**config.mk**
```make
export PLATFORM = sky130hd
export DESIGN_NAME = lsis_ram
export DESIGN_NICKNAME = d
export VERILOG_FILES = /design/src/rtl/assert_macros.svh /design/src/rtl/lsis_ram.sv
export SDC_FILE = /design/constraint.sdc
export NUM_CORES = 1
export LEC_CHECK = 0
export BUFFER_PORTS_ARGS = -buffer_cell sky130_fd_sc_hd__buf_2
export CAP_MARGIN = 10
export CORE_UTILIZATION = 40
export CTS_CLUSTER_DIAMETER = 200
export DETAILED_ROUTE_END_ITERATION = 10
export GPL_ROUTABILITY_DRIVEN = 1
export PLACE_DENSITY = 0.55
export REMOVE_ABC_BUFFERS = 1
export SLEW_MARGIN = 10
export SYNTH_ARGS = -nofsm -noshare
export SYNTH_HDL_FRONTEND = slang
export SYNTH_SLANG_ARGS = --single-unit
```
**constraint.sdc**
```tcl
create_clock -name clock -period 4.28 [get_ports clock]
set_clock_uncertainty 0.05 [all_clocks]
set_input_delay 0.428 -clock clock [delete_from_list [all_inputs] [get_ports clock]]
set_output_delay 0.428 -clock clock [all_outputs]
set_load 0.02 [all_outputs]
```
**src/rtl/assert_macros.svh**
```systemverilog
// Assertion macros shared by the line start search RTL.
`ifndef ASSERT_MACROS_SVH
`define ASSERT_MACROS_SVH
`ifndef NO_ASSERTIONS
// Same-cycle implication, disabled during reset.
`define ASSERT_IMPLY(lbl, clk, rst, ante, cons) \
   lbl: assert property (@(posedge clk) disable iff (rst) (ante) |-> (cons)) \
      else $error("assertion failed");
// Next-cycle implication, disabled during reset.
`define ASSERT_NEXT(lbl, clk, rst, ante, cons) \
   lbl: assert property (@(posedge clk) disable iff (rst) (ante) |=> (cons)) \
      else $error("assertion failed");
`else
`define ASSERT_IMPLY(lbl, clk, rst, ante, cons)
`define ASSERT_NEXT(lbl, clk, rst, ante, cons)
`endif
`endif

```
**src/rtl/lsis_ram.sv**
```systemverilog
// Generic simple dual-port RAM with one write port and a registered read port.
module lsis_ram #(
   parameter int WIDTH = 8,
   parameter int DEPTH = 16
) (
   input  logic                     clock,
   input  logic                     wr_en,
   input  logic [$clog2(DEPTH)-1:0] wr_addr,
   input  logic [WIDTH-1:0]         wr_data,
   input  logic [$clog2(DEPTH)-1:0] rd_addr,
   output logic [WIDTH-1:0]         rd_data
);

   logic [WIDTH-1:0] mem [DEPTH];

   // Write and registered read.
   always_ff @(posedge clock) begin
      if (wr_en) begin
         mem[wr_addr] <= wr_data;
      end
      rd_data <= mem[rd_addr];
   end

endmodule

```
==> results.ini, run 1 <==
[power_and_ir_drop]
power_density_mw_per_mm2=524
swShare=0.194
power_frac_comb=0.044
p_leak_nw=2.03
peakVddDrop_mv=0.254
p_switching_mw=0.616
seqPwrFrac=0.471
p_int_mw=2.57
pwr-share-clk=0.485

[critical_path]
critPathCaptureType=flop
crit_fanout=29
cp-start-kind=input pin
cpPeakStageDelay_ns=0.71
cp_num_buf_inv=1
crit_path_top_delay_cell=buf_2
critPathRequiredTime_ns=4.53
crit_type=in2reg
critical_path_arrival_ns=2.25
worstPathCellList=buf_2 -> mux4_1 -> a22oi_1 -> nand2_1
cpLargestDelayFamily=buffers and inverters

[layout]
drive_gt1_frac=0.288
antennaDiodeCount=0
mostFrequentLayoutCell=edfxtp_1
syn_to_final_growth_pct=18.0
n_fill_cell=1019
post-route-util=0.483
final_cell_mix=128 x edfxtp_1, 25 x buf_2, 18 x mux4_2, 17 x clkbuf_16, 16 x a22oi_1
final_nets=286

[place]
gp_congestion=0.657
placement.io_buffers=25
dpl.hpwl_mm=6.23

[floorplan]
rows=41
die_x_microns=115
chipHeight_microns=115
coreArea_sq_mm=0.0126
initial_core_util=0.410
io_pins=26
die_area_sq_mm=0.0133

[clock_tree]
ctsLongestPathBuffers=2
cts_tree=done
clk_pin_slew_ns=0.06
cts-root-buf=clkbuf_16
clock_latency_ns=0.41
cts_resized=0
h-tree-depth=4
clock_sinks=136
post_cts_buffers=0
cts_hold_buf=0
cts_made_buffers=17

[drt]
routed_wirelength_mm=9.85
drt_iter0_markers=128
via_per_inst=5.16
drt_pass1_iterations=4
vias=2336
antenna_left=0
wire_per_inst_microns=21.7
drc=0

[grt]
grt_use_total=0.166
grt-ovfl-total=0
grt_pass1_wl_mm=14.8
grt_max_degree=33
grt_pass1_vias=2420
antenna_found_initial=0

[sta]
setup_viol=0
period_minus_slack_ns=2.00
rsz0062_at_grt=no
worstMarginPinSlew_ns=0.962
setup-tns-final_ns=0
relSlewSlack=0.359
final-max-slew-violation-count=0
final_min_period_over_clock_period=0.466
max_freq_ghz=0.501
hold_viol_final=0

[yosys]
yosys_warnings=0
syn-cell-area_sq_mm=0.00515
synth_cells=229
synth_cell_types=19
synth_compound_area_frac=0.0233
ys_seq_area_frac=0.778
yosys.area_share.adder=0
synth_top_family_by_area=multiplexers
avgSynthCellArea_sq_um=22.5
synthSimpleGateAreaFrac=0.0318
synth_xor_area_frac=0
ys_ff_latch=136
muxShareOfSynthArea=0.150

[run]
max_cap_viol_count=0

[outcome]
outcome=completed

[min_path]
hold_path.class=in2reg

logic make-up after synthesis:
| kind of cell | Yosys count |
|---|---|
| AO/OA/AOI/OAI | 16 |
| buffers and inverters | 10 |
| flip-flops | 136 |
| multiplexers | 32 |
| AND/OR/NAND/NOR | 35 |
through the flow:
stage	setup WS [ns]	instance area [sq um]	total power, mW	hold WS, ns	std cells
after floorplan	2.31	5060	1.59	0.477	219
after global placement	1.86	5440	1.67	0.602	421
after detailed placement	1.83	5440	1.67	0.612	421
after global routing	2.14	6070	3.29	0.354	453
after CTS	2.29	6070	3.21	0.343	453
final	2.28	6070	3.18	0.350	453
power groups by stage:
stage               Sequential, mW  Clock, mW  Combinational [mW]
finish                        1.50       1.54               0.140
global route                  1.50       1.63               0.153
CTS                           1.50       1.57               0.143
detailed placement            1.53          0               0.143
global placement              1.53          0               0.140
floorplan                     1.53          0              0.0597
state kept, by name, summed over array words and instances (netlist names):
name     cells
mem        128
rd_data      8
cell type report:
cell class                      count  area, sq um  area share
Sequential cell                   136         4000       0.659
Multi-Input combinational cell     83         1060       0.174
Clock buffer                       17          425      0.0701
Tap cell                          172          215      0.0354
Clock inverter                     15          208      0.0342
Timing Repair Buffer               30          163      0.0268
synth_stat cells (all sizes together):
library cell   number  share of area
dfxtp               8          0.031
nand2b              2         0.0024
buf                 7          0.011
and2b               1         0.0015
clkdlybuf4s25       3         0.0058
and2                1         0.0012
nor3                4         0.0039
mux4               32           0.15
or3b                1         0.0017
nand3               1        0.00097
nor2               13         0.0095
nand3b              2         0.0029
nand2               9         0.0066
nor2b               1         0.0012
edfxtp            128           0.75
a22oi              16          0.023
worst paths after layout:
check | end | cells past startpoint | from | slack, ns
setup / recovery | rd_data[2]$_DFF_P_ | 4 | rd_addr[0] | 2.28
hold reg to reg | rd_data[3]$_DFF_P_ | 3 | mem[15][3]$_DFFE_PP_ | 0.62
hold / removal | mem[0][0]$_DFFE_PP_ | 1 | wr_data[0] | 0.35
setup reg to reg | rd_data[2]$_DFF_P_ | 3 | mem[6][2]$_DFFE_PP_ | 2.83
per-layer routing:
layer,vias to the layer above,wire (microns),GRT usage
met5,-,0,0
met4,0,97,0.0762
met3,6,294,0.0413
met2,51,5060,0.267
met1,1229,4400,0.214
li1,1050,-,-
No activity file was read; power rests on OpenSTA's default activity.
==> inputs of run 2 (changes only) <==
- clock period: 4.28 -> 2 ns (I/O delays scaled with it)
==> run 2 against run 1 <==
Effect of this change:
- register-to-register slack got worse by 2.3 ns
- combinational power increased by 130%
- first-iteration DRC count increased by 35%
- largest cell class unchanged
- highest routed layer unchanged
==> results.ini, run 2 (same netlist as run 1, synthesis figures left out) <==
[outcome]
outcome=completed

[place]
gp_congestion=0.668  ; +1.6%
placement.io_buffers=25  ; unchanged
dpl.hpwl_mm=6.22  ; -0.11%

[power_and_ir_drop]
peakVddDrop_mv=0.547  ; +120%
power_density_mw_per_mm2=1040  ; +98%
p_leak_nw=2.09  ; +3.0%
fin_total_pwr_mw=6.38  ; +100%

[clock_tree]
h-tree-depth=4  ; unchanged
cts_hold_buf=0  ; unchanged
clock_latency_ns=0.40  ; about the same
cts_made_buffers=17  ; unchanged
clk_pin_slew_ns=0.06  ; about the same
cts-root-buf=clkbuf_16
ctsLongestPathBuffers=2  ; unchanged
cts_resized=0  ; unchanged
clock_sinks=136  ; unchanged
cts_tree=done
post_cts_buffers=0  ; unchanged

[drt]
drt_pass1_iterations=4  ; unchanged
routed_wirelength_mm=9.74  ; -1.1%
drc=0  ; unchanged
vias=2363  ; +1.2%
via_per_inst=5.04  ; -2.3%
antenna_left=0  ; unchanged
drt_iter0_markers=173  ; +35%
wire_per_inst_microns=20.8  ; -4.5%

[critical_path]
crit_path_top_delay_cell=mux4_1
crit_type=reg2reg
critPathCaptureType=flop
worstPathCellList=mux4_1 -> a22oi_1 -> nand2_1
cpLargestDelayFamily=multiplexers
cpPeakStageDelay_ns=0.50  ; -0.21 ns
critPathRequiredTime_ns=2.23  ; -2.30 ns
crit_fanout=1  ; -97%
critical_path_arrival_ns=1.68  ; -0.57 ns
cp_num_buf_inv=0  ; -1
cp-start-kind=flop

[grt]
grt_max_degree=33  ; unchanged
grt_use_total=0.165  ; -0.000872
grt_pass1_vias=2418  ; -0.083%
grt_pass1_wl_mm=14.8  ; -0.38%
grt-ovfl-total=0  ; unchanged
antenna_found_initial=0  ; unchanged

[sta]
final-max-slew-violation-count=0  ; unchanged
final_min_period_over_clock_period=0.725
hold_viol_final=0  ; unchanged
rsz0062_at_grt=no
max_freq_ghz=0.690
setup-tns-final_ns=0  ; unchanged
relSlewSlack=0.735  ; +0.376
worstMarginPinSlew_ns=0.397  ; -0.565 ns
period_minus_slack_ns=1.45
setup_viol=0  ; unchanged

[floorplan]
coreArea_sq_mm=0.0126  ; unchanged
rows=41  ; unchanged
die_area_sq_mm=0.0133  ; unchanged
io_pins=26  ; unchanged
initial_core_util=0.410  ; unchanged
chipHeight_microns=115  ; unchanged
die_x_microns=115  ; unchanged

[layout]
final_cell_mix=128 x edfxtp_1, 25 x buf_2, 19 x buf_4, 18 x mux4_2, 17 x clkbuf_16
final_nets=302  ; +5.6%
regMostFlops=mem
drive_gt1_frac=0.327  ; +0.0383
n_fill_cell=1030  ; +1.1%
top_regs=mem x128, rd_data x8
antennaDiodeCount=0  ; unchanged
mostFrequentLayoutCell=edfxtp_1
syn_to_final_growth_pct=19.3
largest_reg_flops=128  ; unchanged

[min_path]
hold_path.class=in2reg

[run]
max_cap_viol_count=0  ; unchanged

-- run 2: metal layers --
| layer | vias to the layer above | share of wire | track usage |
|---|---|---|---|
| met5 | - | 0 | 0 |
| met3 | 7 | 0.046 | 0.0418 |
| li1 | 1083 | - | - |
| met1 | 1213 | 0.42 | 0.227 |
| met2 | 60 | 0.52 | 0.254 |
| met4 | 0 | 0.012 | 0.0649 |
-- run 2: area by class of cell --
cell class	instances	area [sq um]	share of cell area
Sequential cell	136	4000	0.652
Multi-Input combinational cell	83	1060	0.172
Clock buffer	19	453	0.0737
Timing Repair Buffer	46	308	0.0501
Tap cell	172	215	0.0350
Clock inverter	13	105	0.0171
-- run 2: power breakdown --
group	internal [mW]	leakage (nW)	total [mW]	switching [mW]
combinational	0.131	0.590	0.315	0.184
sequential	3.19	1.22	3.21	0.0202
clock	1.76	0.274	2.86	1.10
-- run 2: worst paths after layout --
path,start,endpoint,slack (ns),cells past startpoint
hold reg to reg,mem[13][7]$_DFFE_PP_,rd_data[7]$_DFF_P_,0.61,3
setup reg to reg,mem[8][3]$_DFFE_PP_,rd_data[3]$_DFF_P_,0.55,3
hold / removal,wr_data[5],mem[4][5]$_DFFE_PP_,0.13,1
setup / recovery,mem[8][3]$_DFFE_PP_,rd_data[3]$_DFF_P_,0.55,3
-- run 2: per-stage QoR --
step | hold WS (ns) | instances | cell area (sq um) | utilization | setup slack [ns]
after floorplan | 0.249 | 219 | 5060 | - | 0.257
after global placement | 0.544 | 437 | 5580 | 0.444 | 0.229
after detailed placement | 0.555 | 437 | 5580 | 0.444 | 0.231
after CTS | 0.120 | 469 | 6140 | 0.489 | 0.532
after global routing | 0.127 | 469 | 6140 | 0.489 | 0.489
final | 0.128 | 469 | 6140 | 0.489 | 0.550
==> inputs of run 3 (changes only) <==
- ABC_AREA: not set -> 1
- PLACE_DENSITY: 0.55 -> 0.57
- clock period: 2 -> 1.2 ns (I/O delays scaled with it)
==> run 3 against run 2 <==
Effect of this change:
- flip-flop and latch count did not move
- combinational power rose by 130%
- critical path depth is 2 lower
- global-route usage grew 2.2 points
- first-iteration DRC count increased by 35%
- clock power is 68% higher
- cell count rose by 70%
- largest cell class unchanged
==> results.ini, run 3 <==
[layout]
regMostFlops=mem
antennaDiodeCount=0  ; unchanged
multiInputGateArea_sq_mm=0.00121  ; +15%
drive_gt1_frac=0.139  ; -0.187
syn_to_final_growth_pct=18.2
final_cell_mix=173 x nand2_1, 128 x edfxtp_1, 100 x inv_1, 97 x nand3_1, 27 x buf_4
mostFrequentLayoutCell=nand2_1
top_regs=mem x128, rd_data x8
regArea_sq_mm=0.00400  ; unchanged
n_fill_cell=1297  ; +26%
largest_reg_flops=128  ; unchanged
final_nets=622  ; +110%

[clock_tree]
cts_resized=0  ; unchanged
cts_hold_buf=0  ; unchanged
post_cts_buffers=0  ; unchanged
clock_sinks=136  ; unchanged
clock_latency_ns=0.41  ; about the same
cts_made_buffers=17  ; unchanged
ctsLongestPathBuffers=2  ; unchanged
h-tree-depth=4  ; unchanged
clk_pin_slew_ns=0.06  ; about the same
cts_tree=done
cts-root-buf=clkbuf_16

[grt]
grt_max_degree=36  ; +9.1%
use_met1=0.248  ; +0.0211
top_usage_layer=met2
grt_pass1_wl_mm=19.9  ; +35%
grt_use_total=0.187  ; +0.0215
met3_usage=0.0417  ; -0.000174
met2_usage=0.298  ; +0.0441
antenna_found_initial=0  ; unchanged
grt-ovfl-total=0  ; unchanged
grt_pass1_vias=3627  ; +50%

[place]
dpl.hpwl_mm=8.31  ; +34%
placement.io_buffers=25  ; unchanged
gp_congestion=0.784  ; +17%

[critical_path]
crit_fanout=1  ; unchanged
cpPeakStageDelay_ns=0.33  ; -0.17 ns
cp_num_buf_inv=1  ; +1
worstPathCellList=buf_2
critical_path_arrival_ns=0.91  ; -0.77 ns
critPathRequiredTime_ns=1.03  ; -1.20 ns
crit_type=reg2out
cp-start-kind=flop
crit_path_top_delay_cell=dfxtp_1
critPathCaptureType=primary output
cpLargestDelayFamily=flip-flops

[sta]
period_minus_slack_ns=1.08
relSlewSlack=0.763  ; +0.0280
max_freq_ghz=0.930
rsz0062_at_grt=no
setup_viol=0  ; unchanged
final-max-slew-violation-count=0  ; unchanged
worstMarginPinSlew_ns=0.355  ; -0.0420 ns
final_min_period_over_clock_period=0.896
setup-tns-final_ns=0  ; unchanged
hold_viol_final=0  ; unchanged

[drt]
antenna_left=0  ; unchanged
drt_pass1_iterations=4  ; unchanged
via_per_inst=4.81  ; -4.5%
routed_wirelength_mm=12.8  ; +32%
drc=0  ; unchanged
vias=3836  ; +62%
wire_per_inst_microns=16.1  ; -22%
drt_iter0_markers=233  ; +35%

[power_and_ir_drop]
power_density_mw_per_mm2=1590  ; +53%
p_leak_nw=2.99  ; +43%
fin_total_pwr_mw=10.9  ; +70%
peakVddDrop_mv=1.12  ; +100%

[yosys]
yosysTopAreaCell=edfxtp_1
synth-edff-count=128  ; unchanged
yosys_warnings=0  ; unchanged
synth_cells=551  ; +140%
synth_flop_cell=edfxtp_1
synth_commonest_cells=173 x nand2_1, 128 x edfxtp_1, 100 x inv_1, 97 x nand3_1, 17 x nor2_1
async_reset_ff_frac=0  ; unchanged
ys_ff_latch=136  ; unchanged
synth_cell_types=12  ; -7
synth_most_common_cell=nand2_1
syn-cell-area_sq_mm=0.00577  ; +12%
synth_area_leaders=edfxtp_1 67%, nand2_1 11%, nand3_1 8.4%
avgSynthCellArea_sq_um=10.5  ; -53%
synth_top_cell_area_share=0.667  ; -0.0802
ys_seq_area_frac=0.694  ; -0.0835

[floorplan]
rows=43  ; +4.9%
die_area_sq_mm=0.0149  ; +12%
chipHeight_microns=122  ; +5.7%
initial_core_util=0.412  ; +0.00270
io_pins=26  ; unchanged
die_x_microns=122  ; +5.7%
coreArea_sq_mm=0.0140  ; +11%

[outcome]
outcome=completed

[run]
max_cap_viol_count=0  ; unchanged

[min_path]
hold_path.class=in2reg

## run 3: cell count changes in the layout (fill, tap and decap cells not counted), sizes merged, moves of 12 or more
cell | previous run | this run
buf | 46 | 58
mux4 | 32 | 0
inv | 0 | 102
nand2 | 9 | 173
nand3 | 1 | 97
a22oi | 16 | 0
## run 3: worst paths after layout
check / startpoint / to / slack (ns) / cells after the start
worst max-delay path: rd_data[7]$_DFF_P_ / rd_data[7] / 0.12 / 1
worst min-delay path: rd_addr[2] / rd_data[2]$_DFF_P_ / 0.04 / 4
worst max register to register: mem[9][4]$_DFFE_PP_ / rd_data[4]$_DFF_P_ / 0.19 / 6
worst min register to register: mem[12][1]$_DFFE_PP_ / rd_data[1]$_DFF_P_ / 0.61 / 6
## run 3: cell families after synthesis
group / after synthesis / synth area share
simple gates: 289 / 0.210
flops: 136 / 0.694
buf+inv: 126 / 0.0952
## run 3: stage by stage
stage / cell area (sq um) / setup slack [ns] / cells / hold WS (ns) / utilization
3_3_place_gp: 6270 / -0.0906 / 765 / 0.458 / 0.448
3_5_place_dp: 6270 / -0.0881 / 765 / 0.457 / 0.448
2_1_floorplan: 5600 / 0.0495 / 527 / 0.169 / -
6_report: 6820 / 0.125 / 797 / 0.0411 / 0.487
5_1_grt: 6820 / 0.0766 / 797 / 0.0353 / 0.487
4_1_cts: 6820 / 0.0865 / 797 / 0.0190 / 0.487
## run 3: final cells by class
cell class                 instances  share of cell area
inverter                         102              0.0562
clock inverter                    14              0.0167
tap                              180              0.0330
timing repair buffer              58              0.0657
sequential                       136               0.587
multi-input combinational        289               0.178
clock buffer                      18              0.0630
## run 3: per-layer routing
metal,part of all wire,wire [microns]
met1,0.47,5980
met2,0.48,6220
met4,0.012,159
met5,0,0
met3,0.037,472
## run 3: report_power, final
group | switching [mW] | leakage (nW) | total, mW | internal [mW]
clock network | 1.82 | 0.274 | 4.81 | 2.99
logic | 0.482 | 1.49 | 0.714 | 0.232
registers | 0.0282 | 1.22 | 5.34 | 5.31
total | 2.33 | 2.99 | 10.9 | 8.53
