### src/rtl/assert_macros.svh
// Assertion macros shared by the line start search RTL.
`ifndef ASSERT_MACROS_SVH
`define ASSERT_MACROS_SVH
`ifndef NO_ASSERTIONS
// Same-cycle implication, disabled during reset.
`define ASSERT_IMPLY(lbl, clk, rst, ante, cons) \
   lbl: assert property (@(posedge clk) disable iff (rst) (ante) |-> (cons)) \
      else $error("assertion failed");
// Next-cycle implication, disabled during reset.
`define ASSERT_NEXT(lbl, clk, rst, ante, cons) \
   lbl: assert property (@(posedge clk) disable iff (rst) (ante) |=> (cons)) \
      else $error("assertion failed");
`else
`define ASSERT_IMPLY(lbl, clk, rst, ante, cons)
`define ASSERT_NEXT(lbl, clk, rst, ante, cons)
`endif
`endif

### src/rtl/lsis_pkg.sv
// Package with types and constants of the line start index search block.
package lsis_pkg;

   localparam int MAX_LINES_DEF   = 4096;
   localparam int OFFSET_BITS_DEF = 24;

   localparam int CMD_BITS        = 2;
   localparam int BYTE_BITS       = 8;
   localparam int OFFSET_W        = 24;
   localparam int LINE_INDEX_BITS = 12;
   localparam int LINE_TOTAL_BITS = 13;

   localparam logic [BYTE_BITS-1:0] NEWLINE_BYTE = 8'd10;

   typedef enum logic [CMD_BITS-1:0] {
      CMD_CLEAR = 2'd0,
      CMD_BYTE  = 2'd1,
      CMD_PUSH  = 2'd2,
      CMD_FIND  = 2'd3
   } cmd_type;

   typedef struct packed {
      logic [CMD_BITS-1:0]  command;
      logic [BYTE_BITS-1:0] source_byte;
      logic [OFFSET_W-1:0]  byte_offset;
   } req_word_type;

   typedef struct packed {
      logic [LINE_INDEX_BITS-1:0] line_index;
      logic [LINE_TOTAL_BITS-1:0] line_total;
      logic                       overflowed;
   } rsp_word_type;

   // Status of the search engine as seen by the command logic.
   typedef struct packed {
      logic busy;
      logic done;
   } srch_stat_type;

endpackage

### src/rtl/lsis_search.sv
// Halving search engine that probes the line start table one entry per cycle.
`include "assert_macros.svh"
module lsis_search import lsis_pkg::*; #(
   parameter int MAX_LINES   = MAX_LINES_DEF,
   parameter int OFFSET_BITS = OFFSET_BITS_DEF
) (
   input  logic                         clock,
   input  logic                         reset,
   input  logic                         start,
   input  logic [OFFSET_BITS-1:0]       offset,
   input  logic [$clog2(MAX_LINES)-1:0] top_index,
   input  logic                         out_free,
   input  logic [OFFSET_BITS-1:0]       rd_data,
   output logic [$clog2(MAX_LINES)-1:0] rd_addr,
   output logic [$clog2(MAX_LINES)-1:0] result_index,
   output srch_stat_type                status
);

   localparam int ADDR_BITS = $clog2(MAX_LINES);

   typedef enum logic [1:0] {
      ST_IDLE  = 2'b01,
      ST_PROBE = 2'b10
   } state_type;

   state_type              state_ff, state_in;
   logic [ADDR_BITS-1:0]   probe_ff, probe_in;
   logic [ADDR_BITS-1:0]   upper_ff, upper_in;
   logic [ADDR_BITS-1:0]   lower_ff, lower_in;
   logic [OFFSET_BITS-1:0] offset_ff, offset_in;

   logic [OFFSET_BITS-1:0] value;
   logic                   above;
   logic [ADDR_BITS:0]     sum_lo, sum_hi;
   logic [ADDR_BITS-1:0]   mid_lo, mid_hi, span;
   logic                   finish;
   logic [ADDR_BITS-1:0]   cand_probe, cand_upper, cand_lower;

   // Entry 0 is never written and always reads as zero.
   always_comb begin
      value  = (probe_ff == '0) ? '0 : rd_data;
      above  = value > offset_ff;
      sum_lo = {1'b0, probe_ff} + {1'b0, lower_ff};
      sum_hi = {1'b0, upper_ff} + {1'b0, probe_ff};
      mid_lo = sum_lo[ADDR_BITS:1];
      mid_hi = sum_hi[ADDR_BITS:1];
      span   = upper_ff - probe_ff;
   end

   // One probe step: narrow the window, or finish with the current probe or with entry 0.
   always_comb begin
      finish       = 1'b0;
      result_index = probe_ff;
      cand_probe   = probe_ff;
      cand_upper   = upper_ff;
      cand_lower   = lower_ff;
      if (above) begin
         cand_upper = probe_ff;
         if (mid_lo == '0) begin
            finish       = 1'b1;
            result_index = '0;
         end else begin
            cand_probe = mid_lo;
         end
      end else begin
         if (span <= ADDR_BITS'(1)) begin
            finish = 1'b1;
         end else begin
            cand_lower = probe_ff;
            cand_probe = mid_hi;
         end
      end
   end

   // Sequencer and read address; a finished search holds until the result slot frees.
   always_comb begin
      state_in    = state_ff;
      probe_in    = probe_ff;
      upper_in    = upper_ff;
      lower_in    = lower_ff;
      offset_in   = offset_ff;
      rd_addr     = top_index;
      status.busy = 1'b0;
      status.done = 1'b0;
      case (state_ff)
         ST_IDLE: begin
            if (start) begin
               state_in  = ST_PROBE;
               probe_in  = top_index;
               upper_in  = top_index;
               lower_in  = '0;
               offset_in = offset;
            end
         end
         ST_PROBE: begin
            status.busy = 1'b1;
            if (finish) begin
               rd_addr = probe_ff;
               if (out_free) begin
                  status.done = 1'b1;
                  state_in    = ST_IDLE;
               end
            end else begin
               probe_in = cand_probe;
               upper_in = cand_upper;
               lower_in = cand_lower;
               rd_addr  = cand_probe;
            end
         end
         default: begin
            state_in = ST_IDLE;
         end
      endcase
   end

   always_ff @(posedge clock) begin
      if (reset) begin
         state_ff <= ST_IDLE;
      end else begin
         state_ff <= state_in;
      end
      probe_ff  <= probe_in;
      upper_ff  <= upper_in;
      lower_ff  <= lower_in;
      offset_ff <= offset_in;
   end

   `ASSERT_IMPLY(a_probe_in_window, clock, reset, state_ff == ST_PROBE,
                 lower_ff <= probe_ff && probe_ff <= upper_ff)
   `ASSERT_IMPLY(a_done_has_slot, clock, reset, status.done, out_free)

endmodule

### config.mk
export PLATFORM = sky130hd
export DESIGN_NAME = lsis_search
export DESIGN_NICKNAME = d
export VERILOG_FILES = /design/src/rtl/lsis_pkg.sv /design/src/rtl/lsis_search.sv
export VERILOG_INCLUDE_DIRS = /design/src /design/src/rtl
export SDC_FILE = /design/constraint.sdc
export NUM_CORES = 1
export LEC_CHECK = 0
export ABC_AREA = 1
export BUFFER_PORTS_ARGS = -buffer_cell sky130_fd_sc_hd__buf_2
export CORE_ASPECT_RATIO = 1.25
export CORE_MARGIN = 8
export CORE_UTILIZATION = 64
export CTS_BUF_LIST = sky130_fd_sc_hd__clkbuf_8
export DETAILED_ROUTE_END_ITERATION = 6
export PLACE_DENSITY = 0.89
export SLEW_MARGIN = 20
export SYNTH_ARGS = -nofsm -noshare
export SYNTH_HDL_FRONTEND = slang
export SYNTH_SLANG_ARGS = --single-unit
### constraint.sdc
create_clock -name clock -period 6.95 [get_ports clock]
set_input_delay 1.0425 -clock clock [delete_from_list [all_inputs] [get_ports clock]]
set_output_delay 1.0425 -clock clock [all_outputs]
set_load 0.02 [all_outputs]
==> summary.md, run 1 <==
| Metric | Value |
|---|---|
| Post-synth EDFFs | `60` |
| ANT cells | `0` |
| Final Hold Fails | `0` |
| Final Skew | `0.01376 ns` |
| # hold bufs at CTS | `0` |
| Total I/O pin count | `90` |
| Final setup fails | `0` |
| Routed Antenna Nets | `0` |
| Via density | `5.451` |
| Largest net degree at the start of global routing | `41` |
| Chip height | `121.2 microns` |
| Area grow syn2layout | `12.72%` |
| Top-count cell post-synth | `nand2_1` |
| CTS Buf Count | `9` |
| Pint | `809.4 uW` |
| Cell mode on critical path | `nand2_1` |
| Core Rows | `38` |
| HP Class | `reg -> reg` |
| Maximum VDD drop | `0.0001495 V` |
| WP data arrival | `4.39 ns` |
| Critical path class | `reg -> out` |
| DRT iter0 DRCs | `479` |
| Layout cells sized above 1 | `0.1419` |
| Synth top area share | `0.3181` |
| Worst-Margin Slew | `0.9378 ns` |
| Final core occ | `0.7379` |
| Crit-path cells | `nor4_1 > inv_1 > nor4_4 > buf_6 > nor2_1 > ha_1 > nand2_1 > nor2_2 > nand4_1 > a21oi_1 > nor2_1 > nor2_4 > nand2_1 > nand2_4 > nand2_1 > nand2_1 > nand2_1 > buf_2` |
| Full die area | `12140 sq um` |
| Fin area | `6385 sq um` |
| Slowest cell on crit path | `nor4_4` |
| Req. time, crit path | `5.91 ns` |
| Vias | `5571` |
| Compound-Gate Fraction of Synth Area | `0.06539` |
| Synth Net Count | `933` |
| CTS tree | `done` |
| Total GRT Usage | `0.2637` |
| Setup_tns | `0 ns` |
| HPWL after DPL | `12080 microns` |
| Synth Warn # | `0` |
| Post-cts gate resize count | `0` |
| Max Cap Viol | `0` |
| Synth Instances | `808` |
| Status | `finished clean` |
| Reg2reg setup slack | `2.70 ns` |
| Die X | `100.1 microns` |
| Post-synthesis mux area share | `0` |
| Fmax achieved | `0.1841 GHz` |
| Simple-gate share of the synthesized area | `0.3344` |
| Seq. cell area | `1842 sq um` |
| 1st-pass router iterations | `5` |
| Number of port buffers | `89` |
| Initial antenna violation count | `0` |
| Post-synth top cells | `258 x nand2_1, 149 x inv_1, 90 x nor2_1, 60 x edfxtp_1, 59 x nand3_1` |
| Vias in the first global route | `5464` |
| Largest cells by area after synthesis | `edfxtp_1 32%, nand2_1 17%, ha_1 13%` |
| Fin crit period | `5.433 ns` |
| Net Sw Power | `582.2 uW` |
| Bufs on Longest Clock Path | `2` |
| Post-Synth Adder-Cell Area | `0.1387` |
| Max-slew headroom | `0.3741` |
| Static Leak | `3.483 nW` |
| Filler Cells Inserted | `685` |
| Slew Viols, Final | `0` |
| Netlist cell types | `37` |
| Mean Syn Cell Area | `7.010 sq um` |
| Clk pwr share | `0.239` |
| Synth async-reset ratio | `0` |
| Initial Util | `0.6546` |
| Multi-input logic area | `3159 sq um` |
| Total power | `1.392 mW` |
| Post-synthesis cell type with the largest combined area | `edfxtp_1` |
| CP max stage delay | `0.53 ns` |
| Seq/Total Area, Yosys | `0.3252` |
| Final-stage net count | `1022` |
| Synthesized cell area | `5664 sq um` |
| Fin crit share | `0.7817` |
| Switching share of power | `0.4184` |
| #FFs+latches synth | `62` |
| Congestion Overflow GR | `0` |
| XOR/XNOR share of the synthesized area | `0.01701` |
| Main combinational cell family by area after synthesis | `simple AND/OR/NAND/NOR gates` |
| Root buf cell | `clkbuf_8` |
| CTS H-tree depth | `3` |
| Core area | `8653 sq um` |
| Reg clk slew, reported paths | `0.08 ns` |
| Critical Path End Type | `primary output` |
| RSZ-0062 raised after global routing | `no` |
| First-pass GRT wire length | `25400 microns` |
| Total wire length | `15510 microns` |
| Clk_lat worst skew | `0.36 ns` |
| DRC errors left | `0` |
| Seq pwr share | `0.344` |
| Power Density | `218.0 nW/um^2` |
| Clk sink count | `62` |
| Post-CTS Setup Bufs | `0` |
| Combinational power share | `0.416` |
| Nature of the critical path startpoint | `register` |
| Wire per inst | `15.18 microns` |
| Crit path max fanout | `17` |
| Area after DPL | `6186 sq um` |
| Top_reg_cell synth | `edfxtp_1` |
| Gp weighted congestion | `0.9604` |
final timing paths:
path | startpoint | endpoint | depth (start not counted)
hold reg to reg | state_ff[0] | state_ff[0] | 3
setup reg to reg | probe_ff[4] | lower_ff[1] | 13
setup / recovery | probe_ff[4] | rd_addr[9] | 18
hold / removal | state_ff[0] | state_ff[0] | 3
sequential cells by signal (all words and copies together), names as in the netlist:
name       flops
offset_ff     24
lower_ff      12
probe_ff      12
upper_ff      12
state_ff       2
cell type report:
class                      count  area share
tap                          120     0.02352
clock buffer                   9     0.01940
sequential                    62      0.2885
multi-input combinational    582      0.4948
clock inverter                 7     0.01176
inverter                     150     0.08818
timing repair buffer          92     0.07388
critical path: cells and delay by family, from the launching register on:
family,cells,cell delay [ns]
buffers and inverters,3,0.53
AO/OA/AOI/OAI,1,0.29
adder cells (fa/ha/maj),1,0.27
AND/OR/NAND/NOR,13,2.41
flip-flops,1,0.52
layer usage:
metal / up-vias / track usage / part of all wire
met1: 2507 / 0.2830 / 0.37
met3: 55 / 0.04420 / 0.073
met5: - / 0 / 0
li1: 2746 / - / -
met2: 263 / 0.4783 / 0.53
met4: 0 / 0.1460 / 0.034
per-stage QoR:
| stage | setup WS (ns) | std cells | hold slack (ns) |
|---|---|---|---|
| after global routing | 1.126 | 1022 | 0.7506 |
| final | 1.517 | 1022 | 0.7162 |
| after detailed placement | 1.975 | 1006 | 0.6880 |
| after floorplan | 2.736 | 808 | 0.5846 |
| after global placement | 1.780 | 1005 | 0.6684 |
| after CTS | 1.545 | 1022 | 0.7074 |
cells by family (layout without fill, tap and decap cells):
kind of cell / count (synthesis) / in the layout
AO/OA/AOI/OAI: 66 / 66
XOR/XNOR: 11 / 11
adder cells (fa/ha/maj): 61 / 61
buffers and inverters: 164 / 258
flip-flops: 62 / 62
AND/OR/NAND/NOR: 444 / 444
power by group through the flow:
stage               logic [mW]  clock network [mW]  registers [mW]
floorplan                0.425                   0           0.476
global placement         0.551                   0           0.484
detailed placement       0.560                   0           0.486
CTS                      0.567               0.330           0.478
global route             0.649               0.347           0.482
finish                   0.580               0.333           0.479
cell usage in the layout (no fill, tap or decap), types with 3 or more instances in the layout:
| cell | n |
|---|---|
| clkinvlp_4 | 3 |
| nand2_2 | 3 |
| xor2_1 | 10 |
| nand3_1 | 59 |
| buf_2 | 89 |
| ha_1 | 58 |
| nor3_1 | 3 |
| nand2_1 | 258 |
| o21ai_0 | 25 |
| nand4_1 | 15 |
| nor2_1 | 90 |
| inv_1 | 149 |
| nor2_4 | 4 |
| edfxtp_1 | 60 |
| fa_1 | 3 |
| a31oi_1 | 4 |
| clkbuf_8 | 9 |
| a21oi_1 | 28 |
Note: power is estimated with default switching activity, not from simulation.
==> run 2, diff against run 1 <==
--- a/config.mk
+++ b/config.mk
@@ -6,14 +6,14 @@
 export SDC_FILE = /design/constraint.sdc
 export NUM_CORES = 1
 export LEC_CHECK = 0
-export ABC_AREA = 1
+export ABC_AREA = 0
 export BUFFER_PORTS_ARGS = -buffer_cell sky130_fd_sc_hd__buf_2
 export CORE_ASPECT_RATIO = 1.25
 export CORE_MARGIN = 8
-export CORE_UTILIZATION = 64
+export CORE_UTILIZATION = 59
 export CTS_BUF_LIST = sky130_fd_sc_hd__clkbuf_8
 export DETAILED_ROUTE_END_ITERATION = 6
-export PLACE_DENSITY = 0.89
+export PLACE_DENSITY = 0.84
 export SLEW_MARGIN = 20
 export SYNTH_ARGS = -nofsm -noshare
 export SYNTH_HDL_FRONTEND = slang
==> constraint.sdc (replaced) <==
create_clock -name clock -period 5.5 [get_ports clock]
set_input_delay 0.825 -clock clock [delete_from_list [all_inputs] [get_ports clock]]
set_output_delay 0.825 -clock clock [all_outputs]
set_load 0.02 [all_outputs]
==> summary.md, run 2 <==
| Metric | Value |
|---|---|
| Wire per inst | `18.93 microns` |
| Reg clk slew, reported paths | `0.07 ns` |
| DRT iter0 DRCs | `221` |
| Critical path class | `reg -> out` |
| Crit-path cells | `ha_1 > inv_1 > fa_1 > a21oi_1 > o221ai_1 > a2111oi_0 > nand4_1 > a2111oi_1 > nand4_1 > nor2b_1 > and3b_1 > o41ai_2 > buf_2` |
| Synth Net Count | `645` |
| Seq/Total Area, Yosys | `0.3719` |
| Max Cap Viol | `0` |
| Chip height | `118.4 microns` |
| Post-cts gate resize count | `0` |
| Via density | `6.162` |
| Congestion Overflow GR | `0` |
| Hold_ws | `0.6408 ns` |
| Biggest register | `offset_ff` |
| Post-synth top cells | `60 x edfxtp_1, 58 x ha_1, 52 x inv_1, 40 x and2_1, 38 x nor2_1` |
| Req. time, crit path | `4.68 ns` |
| Nature of the critical path startpoint | `register` |
| Maximum VDD drop | `0.0001161 V` |
| Largest register FFs | `24` |
| First-pass GRT wire length | `21740 microns` |
| Post-synthesis cell type with the largest combined area | `edfxtp_1` |
| CTS Buf Count | `9` |
| Core area | `8194 sq um` |
| Total wire length | `13460 microns` |
| Largest cells by area after synthesis | `edfxtp_1 36%, ha_1 15%, and2_1 5.1%` |
| WP data arrival | `4.48 ns` |
| Post-CTS Setup Bufs | `0` |
| Area grow syn2layout | `14.83%` |
| Cell mode on critical path | `nand4_1` |
| Total GRT Usage | `0.2318` |
| Worst setup path startpoint | `probe_ff[0]` |
| Root buf cell | `clkbuf_8` |
| Vias | `4381` |
| Top-count cell post-synth | `edfxtp_1` |
| Total I/O pin count | `90` |
| Final Skew | `0.009357 ns` |
| Most frequent cells in the layout | `89 x buf_2, 60 x edfxtp_1, 58 x ha_1` |
| CP max stage delay | `0.53 ns` |
| Final Hold Fails | `0` |
| CTS H-tree depth | `3` |
| Final-stage net count | `734` |
| Full die area | `11600 sq um` |
| ANT cells | `0` |
| Initial Util | `0.6044` |
| #FFs+latches synth | `62` |
| Worst R2R Start | `probe_ff[0]` |
| Synth Warn # | `0` |
| Critical Path End Type | `primary output` |
| Bufs on Longest Clock Path | `2` |
| HP Class | `in -> reg` |
| CTS tree | `done` |
| Clk_lat worst skew | `0.35 ns` |
| Synth Instances | `520` |
| Synth async-reset ratio | `0` |
| # hold bufs at CTS | `0` |
| Die X | `97.95 microns` |
| FF-to-FF path depth | `11` |
| Power Density | `248.7 nW/um^2` |
| Slew Viols, Final | `0` |
| 1st-pass router iterations | `5` |
| Synthesized cell area | `4952 sq um` |
| Fin crit period | `5.306 ns` |
| Filler Cells Inserted | `601` |
| Static Leak | `2.610 nW` |
| Vias in the first global route | `4545` |
| HPWL after DPL | `10620 microns` |
| Layout cells sized above 1 | `0.1889` |
| Post-Place Worst Slack | `0.4821 ns` |
| DRC errors left | `0` |
| Number of port buffers | `89` |
| Reg2reg setup slack | `1.21 ns` |
| Max-slew headroom | `0.3711` |
| Commonest non-fill, non-tap cell in the layout | `buf_2` |
| Clk sink count | `62` |
| Setup_tns | `0 ns` |
| Initial antenna violation count | `0` |
| Reg-to-Reg End | `lower_ff[2]` |
| Gp weighted congestion | `0.9296` |
| Worst setup path end | `rd_addr[11]` |
| Worst-Margin Slew | `0.9422 ns` |
| Fin crit share | `0.9646` |
| Crit path max fanout | `8` |
| Area after DPL | `5492 sq um` |
| Fmax achieved | `0.1885 GHz` |
| Fin area | `5687 sq um` |
| Netlist cell types | `60` |
| Post-synth EDFFs | `60` |
| Status | `finished clean` |
| Routed Antenna Nets | `0` |
| Largest net degree at the start of global routing | `38` |
| Final setup fails | `0` |
| Core Rows | `37` |
| Top_reg_cell synth | `edfxtp_1` |
| Final WS setup | `0.1945 ns` |
| Synth top area share | `0.3638` |
| Slowest cell on crit path | `edfxtp_1` |
| Mean Syn Cell Area | `9.524 sq um` |
## run 2: cell count changes after synthesis, sizes merged, moves of 25 or more
cell / previous run / this run
nand2: 262 / 28
inv: 150 / 53
nor2: 96 / 38
nand3: 61 / 9
and2: 0 / 40
a21o: 0 / 25
## run 2: final cells by class
type                       instances  area (sq um)  share of cell area
sequential                        62          1842              0.3239
tap                               97         121.4             0.02134
multi-input combinational        387          2859              0.5028
inverter                          54         202.7             0.03564
clock buffer                      11         151.4             0.02662
timing repair buffer              95         490.5             0.08625
clock inverter                     5         20.02            0.003520
## run 2: cell families after synthesis
family                   Yosys count  synth area share
AO/OA/AOI/OAI                    139            0.1973
adder cells (fa/ha/maj)           61            0.1587
XOR/XNOR                          20           0.03537
AND/OR/NAND/NOR                  164            0.1751
buffers and inverters             71           0.05558
flip-flops                        62            0.3719
multiplexers                       3          0.006064
## run 2: worst min-delay path by stage
stage / start / endpoint / slack [ns] / cells after the start
3_3_place_gp: state_ff[0] / state_ff[1] / 0.62 / 2
5_1_grt: offset[19] / offset_ff[19] / 0.64 / 1
6_report: reset / state_ff[1] / 0.64 / 2
4_1_cts: offset[2] / offset_ff[2] / 0.64 / 1
3_5_place_dp: state_ff[0] / state_ff[1] / 0.63 / 2
2_1_floorplan: state_ff[0] / state_ff[1] / 0.56 / 2
## run 2: through the flow
| step | util | instances | power, mW |
|---|---|---|---|
| detailed placement | 0.6702 | 695 | 1.053 |
| CTS | 0.6911 | 711 | 1.406 |
| floorplan | - | 520 | 0.9155 |
| global placement | 0.6702 | 695 | 1.036 |
| finish | 0.6940 | 711 | 1.414 |
| global route | 0.6940 | 711 | 1.479 |
## run 2: layer usage
layer  share of wire  GRT usage  vias to the layer above
met3           0.074    0.04698                       33
met4           0.033     0.1193                        0
met2            0.51     0.4133                      215
met1            0.38     0.2541                     2053
li1                -          -                     2080
met5               0          0                        -
## run 2: worst max-delay path, delay by kind of cell, from the launching register on
family                     cells  cell delay, ns
DFF                            1            0.53
and+or+nand+nor                4            0.98
adders and majority gates      2            0.76
AOI/OAI and AO/OA              5            1.55
buffers and inverters          2            0.31
## run 2: power breakdown
part	internal (mW)	total [mW]	switching, mW	leakage (nW)
clock network	0.181	0.360	0.179	0.104
registers	0.562	0.586	0.0242	0.597
logic	0.189	0.468	0.279	1.91
